`src/rtl/dmp_pkg.sv`:
```
package dmp_pkg;

    localparam int QUEUE_DEPTH = 4;
    localparam int QUEUE_AW    = 2;

    localparam logic [7:0] PTR_MARK  = 8'hc0;
    localparam logic [7:0] MAX_LABEL = 8'd63;
    localparam logic [3:0] HDR_LAST  = 4'd11;
    localparam logic [7:0] DOT_CHAR  = 8'h2e;

    typedef enum logic [3:0] {
        PH_IDLE, PH_HDR, PH_NLEN, PH_LABEL, PH_PTR2, PH_FIXED, PH_RDATA, PH_DONE, PH_ERR
    } t_phase;

    typedef enum logic [2:0] {
        EV_HDR    = 3'd0,
        EV_COUNT  = 3'd1,
        EV_CHAR   = 3'd2,
        EV_NAME   = 3'd3,
        EV_RECORD = 3'd4,
        EV_MSG    = 3'd5,
        EV_BAD    = 3'd6
    } t_event;

    typedef struct packed {
        t_event      ev;
        logic [1:0]  sec;
        logic [15:0] idx;
        logic [7:0]  ch;
        logic        isp;
        logic [13:0] off;
        logic [15:0] rtype;
        logic [15:0] rclass;
        logic [31:0] ttl;
        logic [15:0] id;
        logic [15:0] flags;
    } t_res;

    typedef struct packed {
        logic             is_hdr;
        logic             add_done;
        logic [3:0][15:0] cnt;
        t_res             res;
    } t_cmd;

    // {found, section}: first section at or after s with a nonzero count
    function automatic logic [2:0] pick_section(input logic [2:0] s,
                                                input logic [2:0][15:0] c);
        logic [2:0] r;
        r = 3'b000;
        for (int i = 1; i <= 3; i++) begin
            if (!r[2] && (3'(i) >= s) && (c[i-1] != 16'd0)) begin
                r = {1'b1, 2'(i)};
            end
        end
        return r;
    endfunction

endpackage

```
`src/rtl/dmp_in_if.sv`:
```
interface dmp_in_if;
    logic       valid;
    logic       ready;
    logic [7:0] msg_byte;
    logic       msg_start;

    modport source (output valid, msg_byte, msg_start, input ready);
    modport sink   (input valid, msg_byte, msg_start, output ready);
endinterface

```
`src/rtl/dmp_out_if.sv`:
```
interface dmp_out_if;
    logic        valid;
    logic        ready;
    logic [2:0]  event_res;
    logic [1:0]  section;
    logic [15:0] record_index;
    logic [7:0]  name_char;
    logic        is_pointer;
    logic [13:0] pointer_offset;
    logic [15:0] rec_type;
    logic [15:0] rec_class;
    logic [31:0] rec_ttl;
    logic [15:0] msg_id;
    logic [15:0] hdr_flags;
    logic        last;

    modport source (output valid, event_res, section, record_index, name_char, is_pointer,
                    pointer_offset, rec_type, rec_class, rec_ttl, msg_id, hdr_flags, last,
                    input ready);
    modport sink   (input valid, event_res, section, record_index, name_char, is_pointer,
                    pointer_offset, rec_type, rec_class, rec_ttl, msg_id, hdr_flags, last,
                    output ready);
endinterface

```
`src/rtl/dns_message_parser_unit.sv`:
```
// Accepts one message byte per cycle while the command queue has room.
// An accepted byte's first result passes through the command queue and then the output register.
// Results leave at one per cycle while the output is ready; a header end expands into up to six, and the
// four-entry command queue absorbs such bursts against the byte stream.
// Reset (synchronous, active low) empties the queue and returns the parser to idle.
module dns_message_parser_unit
    import dmp_pkg::*;
(
    input  logic      i_clk,
    input  logic      i_rst_n,
    dmp_in_if.sink    i_msg,
    dmp_out_if.source o_res
);

    logic q_full, q_push, q_pop, q_valid;
    t_cmd f_cmd, q_cmd;
    t_res b_res;

    dmp_front u_front (
        .i_clk   (i_clk),
        .i_rst_n (i_rst_n),
        .i_valid (i_msg.valid),
        .i_byte  (i_msg.msg_byte),
        .i_start (i_msg.msg_start),
        .i_full  (q_full),
        .o_ready (i_msg.ready),
        .o_push  (q_push),
        .o_cmd   (f_cmd)
    );

    dmp_queue u_queue (
        .i_clk   (i_clk),
        .i_rst_n (i_rst_n),
        .i_push  (q_push),
        .i_cmd   (f_cmd),
        .i_pop   (q_pop),
        .o_full  (q_full),
        .o_valid (q_valid),
        .o_cmd   (q_cmd)
    );

    dmp_back u_back (
        .i_clk   (i_clk),
        .i_rst_n (i_rst_n),
        .i_valid (q_valid),
        .i_cmd   (q_cmd),
        .i_ready (o_res.ready),
        .o_pop   (q_pop),
        .o_valid (o_res.valid),
        .o_res   (b_res),
        .o_last  (o_res.last)
    );

    assign o_res.event_res      = b_res.ev;
    assign o_res.section        = b_res.sec;
    assign o_res.record_index   = b_res.idx;
    assign o_res.name_char      = b_res.ch;
    assign o_res.is_pointer     = b_res.isp;
    assign o_res.pointer_offset = b_res.off;
    assign o_res.rec_type       = b_res.rtype;
    assign o_res.rec_class      = b_res.rclass;
    assign o_res.rec_ttl        = b_res.ttl;
    assign o_res.msg_id         = b_res.id;
    assign o_res.hdr_flags      = b_res.flags;

endmodule

```
`src/rtl/dmp_front.sv`:
```
module dmp_front
    import dmp_pkg::*;
(
    input  logic       i_clk,
    input  logic       i_rst_n,
    input  logic       i_valid,
    input  logic [7:0] i_byte,
    input  logic       i_start,
    input  logic       i_full,
    output logic       o_ready,
    output logic       o_push,
    output t_cmd       o_cmd
);

    t_phase           r_phase, n_phase;
    logic [3:0]       r_fbc, n_fbc;
    logic [1:0]       r_sec, n_sec;
    logic [15:0]      r_rl, n_rl;
    logic [15:0]      r_rec, n_rec;
    logic [2:0][15:0] r_cnt, n_cnt;
    logic [5:0]       r_lab, n_lab;
    logic             r_first, n_first;
    logic [15:0]      r_rd, n_rd;
    logic [15:0]      r_id, n_id;
    logic [15:0]      r_flags, n_flags;
    logic [15:0]      r_type, n_type;
    logic [15:0]      r_class, n_class;
    logic [31:0]      r_ttl, n_ttl;
    logic [5:0]       r_ph, n_ph;

    t_phase           eff_phase;
    logic [3:0]       eff_fbc;
    logic             accept;
    logic [15:0]      f_type, f_class, f_rd;
    logic [31:0]      f_ttl;
    logic [3:0]       f_n;
    logic             fix_done, fix_to_rdata;
    logic [15:0]      rd_dec, rl_dec;
    logic             rec_done;
    logic [2:0]       rec_pick;
    logic [15:0]      h_rl, h_id, h_flags;
    logic [2:0][15:0] h_cnt;
    logic [2:0]       h_pick;
    logic             cmd_valid;

    assign o_ready   = !i_full;
    assign accept    = i_valid && o_ready;
    assign eff_phase = i_start ? PH_HDR : r_phase;
    assign eff_fbc   = i_start ? 4'd0 : r_fbc;

    // field decode shared by next-state and command logic
    always_comb begin
        f_type  = (eff_fbc == 4'd0) ? 16'd0 : r_type;
        f_class = (eff_fbc == 4'd0) ? 16'd0 : r_class;
        f_ttl   = (eff_fbc == 4'd0) ? 32'd0 : r_ttl;
        f_rd    = (eff_fbc == 4'd0) ? 16'd0 : r_rd;
        case (eff_fbc)
            4'd0:    f_type  = {i_byte, 8'h00};
            4'd1:    f_type  = {f_type[15:8], i_byte};
            4'd2:    f_class = {i_byte, 8'h00};
            4'd3:    f_class = {f_class[15:8], i_byte};
            4'd4, 4'd5, 4'd6, 4'd7: f_ttl = {f_ttl[23:0], i_byte};
            4'd8:    f_rd    = {i_byte, 8'h00};
            default: f_rd    = {f_rd[15:8], i_byte};
        endcase
        f_n          = eff_fbc + 4'd1;
        fix_done     = (eff_phase == PH_FIXED) &&
                       (((r_sec == 2'd0) && (f_n == 4'd4)) ||
                        ((r_sec != 2'd0) && (f_n == 4'd10) && (f_rd == 16'd0)));
        fix_to_rdata = (eff_phase == PH_FIXED) && (r_sec != 2'd0) && (f_n == 4'd10) &&
                       (f_rd != 16'd0);
        rd_dec       = r_rd - 16'd1;
        rl_dec       = r_rl - 16'd1;
        rec_done     = fix_done || ((eff_phase == PH_RDATA) && (rd_dec == 16'd0));
        rec_pick     = pick_section({1'b0, r_sec} + 3'd1, r_cnt);

        h_rl    = r_rl;
        h_id    = r_id;
        h_flags = r_flags;
        h_cnt   = r_cnt;
        case (eff_fbc)
            4'd0:  h_id[15:8]    = i_byte;
            4'd1:  h_id[7:0]     = i_byte;
            4'd2:  h_flags[15:8] = i_byte;
            4'd3:  h_flags[7:0]  = i_byte;
            4'd4:  h_rl          = {i_byte, 8'h00};
            4'd5:  h_rl[7:0]     = i_byte;
            4'd6:  h_cnt[0]      = {i_byte, 8'h00};
            4'd7:  h_cnt[0][7:0] = i_byte;
            4'd8:  h_cnt[1]      = {i_byte, 8'h00};
            4'd9:  h_cnt[1][7:0] = i_byte;
            4'd10: h_cnt[2]      = {i_byte, 8'h00};
            4'd11: h_cnt[2][7:0] = i_byte;
            default: ;
        endcase
        h_pick = pick_section(3'd1, h_cnt);
    end

    // next state
    always_comb begin
        n_phase = eff_phase;
        n_fbc   = eff_fbc;
        n_sec   = r_sec;
        n_rl    = r_rl;
        n_rec   = r_rec;
        n_cnt   = r_cnt;
        n_lab   = r_lab;
        n_first = i_start ? 1'b1 : r_first;
        n_rd    = r_rd;
        n_id    = r_id;
        n_flags = r_flags;
        n_type  = r_type;
        n_class = r_class;
        n_ttl   = r_ttl;
        n_ph    = r_ph;
        case (eff_phase)
            PH_HDR: begin
                n_id    = h_id;
                n_flags = h_flags;
                n_rl    = h_rl;
                n_cnt   = h_cnt;
                n_fbc   = eff_fbc + 4'd1;
                if (eff_fbc == HDR_LAST) begin
                    n_rec   = 16'd0;
                    n_fbc   = 4'd0;
                    n_first = 1'b1;
                    n_phase = PH_NLEN;
                    if (h_rl != 16'd0) begin
                        n_sec = 2'd0;
                    end else if (h_pick[2]) begin
                        n_sec = h_pick[1:0];
                        n_rl  = h_cnt[h_pick[1:0] - 2'd1];
                    end else begin
                        n_phase = PH_DONE;
                    end
                end
            end
            PH_NLEN: begin
                if (i_byte == 8'd0) begin
                    n_phase = PH_FIXED;
                    n_fbc   = 4'd0;
                end else if (i_byte <= MAX_LABEL) begin
                    n_first = 1'b0;
                    n_lab   = i_byte[5:0];
                    n_phase = PH_LABEL;
                end else if ((i_byte & PTR_MARK) == PTR_MARK) begin
                    n_ph    = i_byte[5:0];
                    n_phase = PH_PTR2;
                end else begin
                    n_phase = PH_ERR;
                end
            end
            PH_LABEL: begin
                n_lab = r_lab - 6'd1;
                if (n_lab == 6'd0) begin
                    n_phase = PH_NLEN;
                end
            end
            PH_PTR2: begin
                n_phase = PH_FIXED;
                n_fbc   = 4'd0;
            end
            PH_FIXED: begin
                n_type  = f_type;
                n_class = f_class;
                n_ttl   = f_ttl;
                n_rd    = f_rd;
                n_fbc   = f_n;
                if (fix_to_rdata) begin
                    n_phase = PH_RDATA;
                end
            end
            PH_RDATA: n_rd = rd_dec;
            default: ;
        endcase
        if (rec_done) begin
            n_rl    = rl_dec;
            n_rec   = r_rec + 16'd1;
            n_fbc   = 4'd0;
            n_first = 1'b1;
            n_phase = PH_NLEN;
            if (rl_dec == 16'd0) begin
                if (rec_pick[2]) begin
                    n_sec = rec_pick[1:0];
                    n_rl  = r_cnt[rec_pick[1:0] - 2'd1];
                    n_rec = 16'd0;
                end else begin
                    n_phase = PH_DONE;
                end
            end
        end
    end

    // command to the back end
    always_comb begin
        o_cmd         = '0;
        o_cmd.res.sec = r_sec;
        o_cmd.res.idx = r_rec;
        cmd_valid     = 1'b0;
        case (eff_phase)
            PH_HDR: begin
                if (eff_fbc == HDR_LAST) begin
                    cmd_valid       = 1'b1;
                    o_cmd.is_hdr    = 1'b1;
                    o_cmd.add_done  = (h_rl == 16'd0) && !h_pick[2];
                    o_cmd.cnt       = {h_cnt[2], h_cnt[1], h_cnt[0], h_rl};
                    o_cmd.res       = '0;
                    o_cmd.res.id    = h_id;
                    o_cmd.res.flags = h_flags;
                end
            end
            PH_NLEN: begin
                if (i_byte == 8'd0) begin
                    cmd_valid    = 1'b1;
                    o_cmd.res.ev = EV_NAME;
                end else if (i_byte <= MAX_LABEL) begin
                    cmd_valid    = !r_first && !i_start;
                    o_cmd.res.ev = EV_CHAR;
                    o_cmd.res.ch = DOT_CHAR;
                end else if ((i_byte & PTR_MARK) != PTR_MARK) begin
                    cmd_valid    = 1'b1;
                    o_cmd.res.ev = EV_BAD;
                end
            end
            PH_LABEL: begin
                cmd_valid    = 1'b1;
                o_cmd.res.ev = EV_CHAR;
                o_cmd.res.ch = i_byte;
            end
            PH_PTR2: begin
                cmd_valid     = 1'b1;
                o_cmd.res.ev  = EV_NAME;
                o_cmd.res.isp = 1'b1;
                o_cmd.res.off = {r_ph, i_byte};
            end
            default: ;
        endcase
        if (rec_done) begin
            cmd_valid        = 1'b1;
            o_cmd.res.ev     = EV_RECORD;
            o_cmd.res.rtype  = fix_done ? f_type : r_type;
            o_cmd.res.rclass = fix_done ? f_class : r_class;
            o_cmd.res.ttl    = fix_done ? f_ttl : r_ttl;
            o_cmd.add_done   = (rl_dec == 16'd0) && !rec_pick[2];
        end
    end

    assign o_push = accept && cmd_valid;

    always_ff @(posedge i_clk) begin
        if (!i_rst_n) begin
            r_phase <= PH_IDLE;
            r_fbc   <= 4'd0;
            r_sec   <= 2'd0;
            r_rl    <= 16'd0;
            r_rec   <= 16'd0;
            r_cnt   <= '0;
            r_lab   <= 6'd0;
            r_first <= 1'b1;
            r_rd    <= 16'd0;
            r_id    <= 16'd0;
            r_flags <= 16'd0;
            r_type  <= 16'd0;
            r_class <= 16'd0;
            r_ttl   <= 32'd0;
            r_ph    <= 6'd0;
        end else if (accept) begin
            r_phase <= n_phase;
            r_fbc   <= n_fbc;
            r_sec   <= n_sec;
            r_rl    <= n_rl;
            r_rec   <= n_rec;
            r_cnt   <= n_cnt;
            r_lab   <= n_lab;
            r_first <= n_first;
            r_rd    <= n_rd;
            r_id    <= n_id;
            r_flags <= n_flags;
            r_type  <= n_type;
            r_class <= n_class;
            r_ttl   <= n_ttl;
            r_ph    <= n_ph;
        end
    end

endmodule

```
`src/rtl/dmp_queue.sv`:
```
module dmp_queue
    import dmp_pkg::*;
(
    input  logic i_clk,
    input  logic i_rst_n,
    input  logic i_push,
    input  t_cmd i_cmd,
    input  logic i_pop,
    output logic o_full,
    output logic o_valid,
    output t_cmd o_cmd
);

    t_cmd                r_mem [QUEUE_DEPTH];
    logic [QUEUE_AW-1:0] r_wp, r_rp;
    logic [QUEUE_AW:0]   r_count;

    assign o_full  = (r_count == (QUEUE_AW+1)'(QUEUE_DEPTH));
    assign o_valid = (r_count != '0);
    assign o_cmd   = r_mem[r_rp];

    always_ff @(posedge i_clk) begin
        if (i_push) begin
            r_mem[r_wp] <= i_cmd;
        end
    end

    always_ff @(posedge i_clk) begin
        if (!i_rst_n) begin
            r_wp    <= '0;
            r_rp    <= '0;
            r_count <= '0;
        end else begin
            if (i_push) r_wp <= r_wp + 1'b1;
            if (i_pop)  r_rp <= r_rp + 1'b1;
            r_count <= r_count + (QUEUE_AW+1)'(i_push) - (QUEUE_AW+1)'(i_pop);
        end
    end

endmodule

```
`src/rtl/dmp_back.sv`:
```
module dmp_back
    import dmp_pkg::*;
(
    input  logic i_clk,
    input  logic i_rst_n,
    input  logic i_valid,
    input  t_cmd i_cmd,
    input  logic i_ready,
    output logic o_pop,
    output logic o_valid,
    output t_res o_res,
    output logic o_last
);

    logic [2:0] r_sub, n_sub;
    logic       r_ov;
    t_res       r_res, n_res;
    logic       r_last;
    logic       load, final_sub;
    logic [2:0] final_idx;
    logic [1:0] csec;

    assign load      = i_valid && (!r_ov || i_ready);
    assign final_idx = i_cmd.is_hdr ? (i_cmd.add_done ? 3'd5 : 3'd4)
                                    : (i_cmd.add_done ? 3'd1 : 3'd0);
    assign final_sub = (r_sub == final_idx);
    assign o_pop     = load && final_sub;
    assign n_sub     = final_sub ? 3'd0 : r_sub + 3'd1;
    assign csec      = 2'(r_sub - 3'd1);

    // expand one command into its result transactions
    always_comb begin
        n_res = '0;
        if (i_cmd.is_hdr) begin
            case (r_sub)
                3'd0: begin
                    n_res.ev    = EV_HDR;
                    n_res.id    = i_cmd.res.id;
                    n_res.flags = i_cmd.res.flags;
                end
                3'd1, 3'd2, 3'd3, 3'd4: begin
                    n_res.ev  = EV_COUNT;
                    n_res.sec = csec;
                    n_res.idx = i_cmd.cnt[csec];
                end
                default: n_res.ev = EV_MSG;
            endcase
        end else if (r_sub == 3'd0) begin
            n_res = i_cmd.res;
        end else begin
            n_res.ev = EV_MSG;
        end
    end

    always_ff @(posedge i_clk) begin
        if (!i_rst_n) begin
            r_ov  <= 1'b0;
            r_sub <= 3'd0;
        end else begin
            if (load) begin
                r_ov  <= 1'b1;
                r_sub <= n_sub;
            end else if (i_ready) begin
                r_ov <= 1'b0;
            end
        end
    end

    always_ff @(posedge i_clk) begin
        if (load) begin
            r_res  <= n_res;
            r_last <= final_sub;
        end
    end

    assign o_valid = r_ov;
    assign o_res   = r_res;
    assign o_last  = r_last;

endmodule

```
`src/flat_wrapper.sv`:
```
// flat-port wrapper written by rule: the top's interface ports become plain ports
module dns_message_parser_unit_flat import dmp_pkg::*;
  (i_clk, i_rst_n, i_msg_valid, i_msg_msg_byte, i_msg_msg_start, i_msg_ready, o_res_valid, o_res_event_res, o_res_section, o_res_record_index, o_res_name_char, o_res_is_pointer, o_res_pointer_offset, o_res_rec_type, o_res_rec_class, o_res_rec_ttl, o_res_msg_id, o_res_hdr_flags, o_res_last, o_res_ready);
  dmp_in_if i_msg_i ();
  dmp_out_if o_res_i ();
  input  logic i_clk;
  input  logic i_rst_n;
  input wire logic [$bits(i_msg_i.valid)-1:0] i_msg_valid;
  input wire logic [$bits(i_msg_i.msg_byte)-1:0] i_msg_msg_byte;
  input wire logic [$bits(i_msg_i.msg_start)-1:0] i_msg_msg_start;
  output wire logic [$bits(i_msg_i.ready)-1:0] i_msg_ready;
  output wire logic [$bits(o_res_i.valid)-1:0] o_res_valid;
  output wire logic [$bits(o_res_i.event_res)-1:0] o_res_event_res;
  output wire logic [$bits(o_res_i.section)-1:0] o_res_section;
  output wire logic [$bits(o_res_i.record_index)-1:0] o_res_record_index;
  output wire logic [$bits(o_res_i.name_char)-1:0] o_res_name_char;
  output wire logic [$bits(o_res_i.is_pointer)-1:0] o_res_is_pointer;
  output wire logic [$bits(o_res_i.pointer_offset)-1:0] o_res_pointer_offset;
  output wire logic [$bits(o_res_i.rec_type)-1:0] o_res_rec_type;
  output wire logic [$bits(o_res_i.rec_class)-1:0] o_res_rec_class;
  output wire logic [$bits(o_res_i.rec_ttl)-1:0] o_res_rec_ttl;
  output wire logic [$bits(o_res_i.msg_id)-1:0] o_res_msg_id;
  output wire logic [$bits(o_res_i.hdr_flags)-1:0] o_res_hdr_flags;
  output wire logic [$bits(o_res_i.last)-1:0] o_res_last;
  input wire logic [$bits(o_res_i.ready)-1:0] o_res_ready;
  assign i_msg_i.valid = i_msg_valid;
  assign i_msg_i.msg_byte = i_msg_msg_byte;
  assign i_msg_i.msg_start = i_msg_msg_start;
  assign i_msg_ready = i_msg_i.ready;
  assign o_res_valid = o_res_i.valid;
  assign o_res_event_res = o_res_i.event_res;
  assign o_res_section = o_res_i.section;
  assign o_res_record_index = o_res_i.record_index;
  assign o_res_name_char = o_res_i.name_char;
  assign o_res_is_pointer = o_res_i.is_pointer;
  assign o_res_pointer_offset = o_res_i.pointer_offset;
  assign o_res_rec_type = o_res_i.rec_type;
  assign o_res_rec_class = o_res_i.rec_class;
  assign o_res_rec_ttl = o_res_i.rec_ttl;
  assign o_res_msg_id = o_res_i.msg_id;
  assign o_res_hdr_flags = o_res_i.hdr_flags;
  assign o_res_last = o_res_i.last;
  assign o_res_i.ready = o_res_ready;
  dns_message_parser_unit u_core (.i_clk(i_clk), .i_rst_n(i_rst_n), .i_msg(i_msg_i), .o_res(o_res_i));
endmodule
```
`config.mk`:
```
export PLATFORM = sky130hd
export DESIGN_NAME = dns_message_parser_unit_flat
export DESIGN_NICKNAME = d
export VERILOG_FILES = /design/src/rtl/dmp_pkg.sv /design/src/rtl/dmp_in_if.sv /design/src/rtl/dmp_out_if.sv /design/src/rtl/dns_message_parser_unit.sv /design/src/rtl/dmp_front.sv /design/src/rtl/dmp_queue.sv /design/src/rtl/dmp_back.sv /design/src/flat_wrapper.sv
export SDC_FILE = /design/constraint.sdc
export NUM_CORES = 2
export LEC_CHECK = 0
export BUFFER_PORTS_ARGS = -buffer_cell sky130_fd_sc_hd__buf_2
export CAP_MARGIN = 25
export CORE_MARGIN = 8
export CORE_UTILIZATION = 35
export CTS_BUF_LIST = sky130_fd_sc_hd__clkbuf_8 sky130_fd_sc_hd__clkbuf_16
export CTS_CLUSTER_SIZE = 14
export DETAILED_ROUTE_END_ITERATION = 10
export PLACE_DENSITY = 0.5
export SKIP_LAST_GASP = 1
export SLEW_MARGIN = 30
export SYNTH_ARGS = -nofsm -noshare
export SYNTH_HDL_FRONTEND = slang
export SYNTH_SLANG_ARGS = --single-unit
```
`constraint.sdc`:
```
create_clock -name i_clk -period 12.85 [get_ports i_clk]
set_input_delay 0.6425 -clock i_clk [delete_from_list [all_inputs] [get_ports i_clk]]
set_output_delay 0.6425 -clock i_clk [all_outputs]
set_load 0.005 [all_outputs]
```
# --- Word-level counts from Yosys, hierarchy flattened ---
# Memories as Yosys holds them, arrays and structs flattened. A register that Yosys moved wholly into a read port is not among the register bits.
# Index checks and enable logic that the tools add are counted.
totals:
  wordCells: 278
  mem_count: 1
  mem_bits_rw: 824
  in_bits: 13
  register_bits: 367
mem_list:
  columns: ["name", "words", "width", "rd", "rd_clocked_by_memory_dff", "write_ports", "line_no", "rtl"]
  rows:
  - ["u_core.u_queue.r_mem", 4, 206, 1, 1, 1, "dmp_queue.sv:14", "t_cmd r_mem [QUEUE_DEPTH];"]
classes:
  magnitude_cmp: 7
  muxes: 119
  n_reduce_logical: 71
  bitwise: 3
  n_addsub: 14
  n_eq_ne: 29
op_table:
  columns: ["cell", "n"]
  rows:
  - ["two-way mux 16 bit", 19]
  - ["two-way mux 206 bit", 1]
  - ["two-way mux 32 bit", 5]
  - ["two-way mux 137 bit", 1]
  - ["one-hot mux 16 bit (2 select lines)", 4]
  - ["nonzero test 16 bit", 8]
  - ["binary-select mux 16 bit (select 2 bit)", 3]
  - ["two-way mux 96 bit", 1]
  - ["two-way mux 66 bit", 1]
  - ["logical NOT 16 bit", 4]
  - ["two-way mux 64 bit", 1]
  - ["two-way mux 8 bit", 8]
  - ["one-hot mux 8 bit (2 select lines)", 4]
  - ["two-way mux 3 bit", 17]
  - ["two-way mux 4 bit", 12]
  - ["two-way mux 18 bit", 2]
  - ["equality test 4 x 3 -> 1 bit (second input constant)", 8]
  - ["subtractor 16 x 1 -> 16 bit (second input constant)", 2]
  - ["one-hot mux 15 bit (2 select lines)", 1]
  - ["two-way mux 6 bit", 4]
  - ["one-hot mux 8 bit (3 select lines)", 1]
  - ["logical AND 1 bit", 22]
  - ["two-way mux 21 bit", 1]
  - ["equality test 4 bit (second input constant)", 5]
  - ["47 further kinds", 108]

# --- Depth between registers and ports, before layout ---
logic_depth:
  ltp_word: 19
  mapped_depth: 21

# --- Modules after synthesis ---
# A second synthesis with hierarchy kept.
unflattened:
  cells_unflattened: 3460
  hier_area_um2: 50278.2
modules_own_cells:
  columns: ["mod", "cells_each", "seq_area_each_um2", "area_each_um2", "instances"]
  rows:
  - ["dmp_queue", 1119, 24923.9, 30155.2, 1]
  - ["dmp_front", 1982, 4304.1, 14101.0, 1]
  - ["dmp_back", 359, 4314.1, 6022.0, 1]

# --- Least setup slack after synthesis ---
# OpenSTA, ideal clock, no wires.
synth_path:
  kind: "in2reg"
  from: "in o_res_ready"
  to: "reg u_core.u_queue.r_count[2]"
  slack_ns: 3.144
  n_path_buf: 0
  required_ns: 12.722
  arrival_time_ns: 9.578
  setup_time_ns: 0.128
  cell_stages: 11
  path_cell_list: "inv_1 a21oi_1 and2_0 ha_1 inv_1 ha_1 inv_1 fa_1 xor2_1 xnor2_1 nor2_1"
synth_via:
  elab_chain_len: 4
synth_lines:
  columns: ["element", "line_no", "rtl"]
  rows:
  - ["start, declared", "flat_wrapper.sv:25", "input wire logic [$bits(o_res_i.ready)-1:0] o_res_ready;"]
  - ["logical OR 1 bit", "dmp_back.sv:23", "assign load = i_valid && (!r_ov || i_ready);"]
  - ["logical AND 1 bit", "dmp_back.sv:23", null]
  - ["via u_core.u_back.load", "dmp_back.sv:19", "logic load, final_sub;"]
  - ["logical AND 1 bit", "dmp_back.sv:27", "assign o_pop = load && final_sub;"]
  - ["via u_core.q_pop", "dns_message_parser_unit.sv:15", "logic q_full, q_push, q_pop, q_valid;"]
  - ["subtractor 3 x 1 -> 3 bit", "dmp_queue.sv:36", "r_count <= r_count + (QUEUE_AW+1)'(i_push) - (QUEUE_AW+1)'(i_pop);"]
  - ["end signal, assigned", "dmp_queue.sv:36", null]
  - ["end, declared", "dmp_queue.sv:16", "logic [QUEUE_AW:0] r_count;"]
# The timed path passes the listed nets, and every way through them passes these cells.
# A chain may end at the register's enable or synchronous reset.

# --- Worst setup path after layout ---
layout_path:
  from: "in i_msg_msg_start"
  to: "mem u_core.u_queue.r_mem[2][143] in the netlist's numbering (enable)"
layout_via:
  elab_chain_len: 13
  elab_cells_between_ends: 43
layout_lines:
  columns: ["element", "line_no", "rtl"]
  rows:
  - ["start, declared", "flat_wrapper.sv:10", "input wire logic [$bits(i_msg_i.msg_start)-1:0] i_msg_msg_start;"]
  - ["two-way mux 4 bit", "dmp_front.sv:49", "assign eff_fbc = i_start ? 4'd0 : r_fbc;"]
  - ["equality test 4 x 3 -> 1 bit (tied with other cells)", "dmp_front.sv:57", "case (eff_fbc)"]
  - ["OR reduction 8 bit (no source line) or two-way mux 16 bit (tied branches)", null, null]
  - ["one-hot mux 16 bit (2 select lines)", "dmp_front.sv:57", null]
  - ["logical NOT 16 bit", "dmp_front.sv:69", "((r_sec != 2'd0) && (f_n == 4'd10) && (f_rd == 16'd0)));"]
  - ["logical AND 1 bit", "dmp_front.sv:69", null]
  - ["logical OR 1 bit", "dmp_front.sv:68", "(((r_sec == 2'd0) && (f_n == 4'd4)) ||"]
  - ["logical AND 1 bit", "dmp_front.sv:67", "fix_done = (eff_phase == PH_FIXED) &&"]
  - ["logical OR 1 bit", "dmp_front.sv:74", "rec_done = fix_done || ((eff_phase == PH_RDATA) && (rd_dec == 16'd0));"]
  - ["two-way mux 1 bit *", "dmp_front.sv:238", "if (rec_done) begin"]
  - ["logical AND 1 bit *", "dmp_front.sv:248", "assign o_push = accept && cmd_valid;"]
  - ["two-way mux 1 bit *", "dmp_queue.sv:23", "if (i_push) begin"]
  - ["two-way mux 1 bit (not written as such) *", "dmp_queue.sv:24", "r_mem[r_wp] <= i_cmd;"]
  - ["end, declared", "dmp_queue.sv:14", null]
# Every way passes the cells marked *; elsewhere a longest branch is shown, timed or not.

==> impl_metrics.json <==
{
  "htreeDepth": 4,
  "maxSlewViolCount": 0,
  "max-clock-path-buffers": 3,
  "timing.final.ws_setup_ps": 7430,
  "floorplan.io_pins": 156,
  "sort_of_element_at_the_end_of_the_critical_path": "flip-flop",
  "worstSetupStartpoint": "i_msg_msg_start",
  "place_ws_ps": 6330,
  "clk_root_buffer_cell": "sky130_fd_sc_hd__clkbuf_16",
  "yosys_most_used_dff": "sky130_fd_sc_hd__edfxtp_1",
  "via_count_of_the_first_global_routing_pass": 29600,
  "layout_min_cycle_time_ps": 5420,
  "areaGrowthSynthToFinish_pct": 14.6,
  "cp-endpoint": "u_core.u_queue.r_mem[2][143]",
  "wire_length_of_the_first_global_routing_pass_um": 196000,
  "crit_family": "buffers and inverters",
  "initial_utilization": 0.352,
  "cts_hold_repair.buffers": 0,
  "yosys-top-cells-area": "sky130_fd_sc_hd__edfxtp_1 (58%), sky130_fd_sc_hd__mux4_2 (10%), sky130_fd_sc_hd__dfxtp_1 (9.2%)",
  "floorplan.core_area_mm2": 0.141,
  "startpoint_type": "input port",
  "final.setup_skew_ps": 35.4,
  "timing.critical_path.slowest_cell_delay_ps": 810,
  "placedCellCount": 5280,
  "postSynthRegisterBits": 1193,
  "fin_tns_setup_ps": 0,
  "finalHoldViolCount": 0,
  "power.density_cell_area_mw_per_mm2": 172,
  "viasPerCell": 5.34,
  "achievable-frequency_mhz": 185,
  "route.vias.total": 29500,
  "reg2reg_slack_ps": 7460,
  "finish.utilization": 0.403,
  "post_cts_setup_repair_bufs": 0,
  "die_h_um": 392,
  "worst_r2r_endpoint": "u_core.u_queue.r_mem[2][143]",
  "timing.critical_path.buf_inv": 7,
  "die_area_mm2": 0.154,
  "worstPathRequired_ps": 13220,
  "final_design_area_no_fill_mm2": 0.0568,
  "drtAntennaViolNets": 0,
  "synth_warn": 0,
  "synthesis.instances": 3414,
  "timing.critical_path.slowest_stage_cell": "sky130_fd_sc_hd__buf_4",
  "gpl.final_weighted_congestion": 0.883,
  "setup_viol": 0,
  "timing.hold.worst.class": "input port to flip-flop",
  "worst_setup_hold_path_clk_slew_ps": 50,
  "min_period_over_period": 0.422,
  "cts_inserted_buffers": 131,
  "core.rowCount": 138,
  "worstMarginPinSlew_ps": 987,
  "vdd_ir_drop_max_mv": 0.107,
  "ys_seq_area_frac": 0.676,
  "critical_path.reg2reg.startpoint": "u_core.u_front.r_fbc[0]",
  "max-cap-violations": 0,
  "setup_repair_after_global_routing_missed_its_margin": "no",
  "final_non_filler_cell_total": 5523,
  "crit_chain": "buf_2 -> clkinv_1 -> nand2_1 -> inv_1 -> ha_1 -> nor4bb_4 -> buf_4 -> nand2_4 -> inv_1 -> nor2_1 -> a31oi_4 -> and2_4 -> buf_4 -> buf_4",
  "dpl-instance-area_mm2": 0.0525,
  "post-synth-top-area-cell": "sky130_fd_sc_hd__edfxtp_1",
  "clkLatencyLatePin_ps": 760,
  "global_route_total_overflow": 0,
  "worstHoldStart": "o_res_ready",
  "grt_max_degree": 114,
  "hold_slack_ps": 194,
  "syn-cell-area_mm2": 0.0496,
  "average_detailed_routed_wire_length_per_instance_um": 23.7,
  "leakage_nw": 18.5,
  "die_width_um": 392,
  "cp.arrival_ps": 5790,
  "syn-mean-instance-area_um2": 14.5,
  "stages_on_the_worst_setup_path": 14,
  "setup.worst_path.class": "input port to flip-flop",
  "max_slew_margin": 0.333,
  "post-layout-total-power_mw": 9.77,
  "place_hpwl_um": 80900,
  "numClockSinks": 1193,
  "final_nets": 3565,
  "number_of_input_and_output_port_buffers_inserted": 155,
  "first_pass_iters": 6,
  "number_of_nets_produced_by_synthesis": 3452,
  "finalWirelength_um": 131000,
  "synth-edff-count": 965,
  "cts-resized-gates": 0,
  "status": "completed",
  "rr_worst_depth": 11,
  "detailedRoute.firstIterationViolations": 2525,
  "cts_tree": "yes",
  "netlist-cell-type-count": 92,
  "critical_path.most_common_cell": "sky130_fd_sc_hd__buf_4",
  "drc": 0,
  "layout-drive-gt1-share": 0.189,
  "yosys.area.top_type_share": 0.584,
  "worst-path-max-fanout": 59,
  "grt_util_all_layers": 0.167,
  "antenna_violations_before_repair": 4,
  "post_synthesis_async_set_or_reset_flop_share": 0
}
## cells in the mapped netlist, types with 8 or more instances
cell                        instances
sky130_fd_sc_hd__a211oi_1          15
sky130_fd_sc_hd__a32o_1            15
sky130_fd_sc_hd__or3_1             10
sky130_fd_sc_hd__clkbuf_1         183
sky130_fd_sc_hd__a22oi_1          108
sky130_fd_sc_hd__buf_2             36
sky130_fd_sc_hd__nand2b_1          17
sky130_fd_sc_hd__a31oi_1           27
sky130_fd_sc_hd__xnor2_1           34
sky130_fd_sc_hd__a21oi_1          170
sky130_fd_sc_hd__nor4_1            29
sky130_fd_sc_hd__nor2b_1           38
sky130_fd_sc_hd__o211ai_1          10
sky130_fd_sc_hd__mux2i_1           35
sky130_fd_sc_hd__o21ai_0          107
sky130_fd_sc_hd__nor2_1           235
sky130_fd_sc_hd__nand3_1           65
sky130_fd_sc_hd__mux4_2           222
sky130_fd_sc_hd__o2bb2ai_1          8
sky130_fd_sc_hd__edfxtp_1         965
sky130_fd_sc_hd__buf_1             19
sky130_fd_sc_hd__o22ai_1           11
sky130_fd_sc_hd__inv_1             49
sky130_fd_sc_hd__o31ai_1            8
sky130_fd_sc_hd__nand4_1           15
sky130_fd_sc_hd__a2bb2oi_1         17
sky130_fd_sc_hd__dfxtp_1          228
sky130_fd_sc_hd__nor3_1            47
sky130_fd_sc_hd__and3_1             9
sky130_fd_sc_hd__xor2_1            11
sky130_fd_sc_hd__or4_1              9
sky130_fd_sc_hd__a22o_1            53
sky130_fd_sc_hd__and2_1           134
sky130_fd_sc_hd__ha_1              24
sky130_fd_sc_hd__nand2_1          322
sky130_fd_sc_hd__o21ai_1           14
## registers in the layout (all words and copies together) (netlist names), 4 cells and up, named ones only
| name | cells |
|---|---|
| u_core.u_queue.r_mem | 824 |
| u_core.u_back.o_res | 140 |
| u_core.u_front.r_cnt | 48 |
| u_core.u_front.r_ttl | 32 |
| u_core.u_front.r_class | 16 |
| u_core.u_front.r_flags | 16 |
| u_core.u_front.r_id | 16 |
| u_core.u_front.r_rd | 16 |
| u_core.u_front.r_rec | 16 |
| u_core.u_front.r_rl | 16 |
| u_core.u_front.r_type | 16 |
| u_core.u_front.r_lab | 6 |
| u_core.u_front.r_ph | 6 |
| u_core.u_front.r_fbc | 4 |
| u_core.u_front.r_phase | 4 |
## placed cells by master (no fill, tap or decap), drive strengths merged, types with 10 or more instances in the layout
master,netlist,layout
edfxtp,965,965
nand2,323,323
nor2,237,237
dfxtp,228,228
buf,60,223
mux4,222,222
a21oi,172,172
clkbuf,183,144
and2,135,135
o21ai,123,123
a22oi,108,108
inv,51,85
nand3,65,65
a22o,53,53
nor3,48,48
clkinv,1,46
nor2b,38,38
mux2i,35,35
xnor2,34,34
nor4,31,31
a31oi,28,28
ha,24,24
nand2b,17,17
a2bb2oi,17,17
nand4,15,15
a32o,15,15
a211oi,15,15
xor2,11,11
o22ai,11,11
or2,11,11
or3,10,10
o211ai,10,10
## kinds of logic after synthesis
kind of cell,share of synthesized area
flip-flops,0.676
XOR/XNOR,0.00794
multiplexers,0.108
AO/OA/AOI/OAI,0.0827
buffers and inverters,0.0238
adder cells (fa/ha/maj),0.00646
AND/OR/NAND/NOR,0.0950
## cell type report
| class | instances | area [µm²] |
|---|---|---|
| well taps | 1890 | 2360 |
| inverters | 52 | 200 |
| clock buffers | 144 | 3470 |
| diodes | 2 | 5.00 |
| multi-input cells | 1926 | 15100 |
| clock inverters | 93 | 815 |
| repair buffers | 223 | 1390 |
| fillers | 13000 | 84200 |
| flip-flops and latches | 1193 | 33500 |
## tightest hold or removal path: cells and delay by family
kind | cells | cell delay, ps
buf+inv | 2 | 140
simple gates | 1 | 70
compound gates | 1 | 50
## power by group
part           leakage [nW]  total, mW  switching (mW)  internal (mW)
Combinational          5.40       1.42           0.842          0.580
Sequential             10.9       4.66           0.113           4.55
Clock                  2.20       3.68            1.55           2.14
## layer usage
layer	GRT usage	share of wire
met1	0.226	0.44
met2	0.276	0.49
met3	0.0308	0.054
met4	0.0445	0.020
met5	0	0.000092
## worst min path at each step
stage                                 end  slack (ps)  depth (start not counted)
4_1_cts             u_core.u_back.o_valid         110                          4
2_1_floorplan   u_core.u_front.r_flags[0]         440                          2
6_report            u_core.u_back.o_valid         190                          4
5_1_grt             u_core.u_back.o_valid         190                          4
3_3_place_gp   u_core.u_front.r_flags[15]         440                          2
3_5_place_dp   u_core.u_front.r_flags[12]         450                          2
Note: power is estimated with default switching activity, not from simulation.
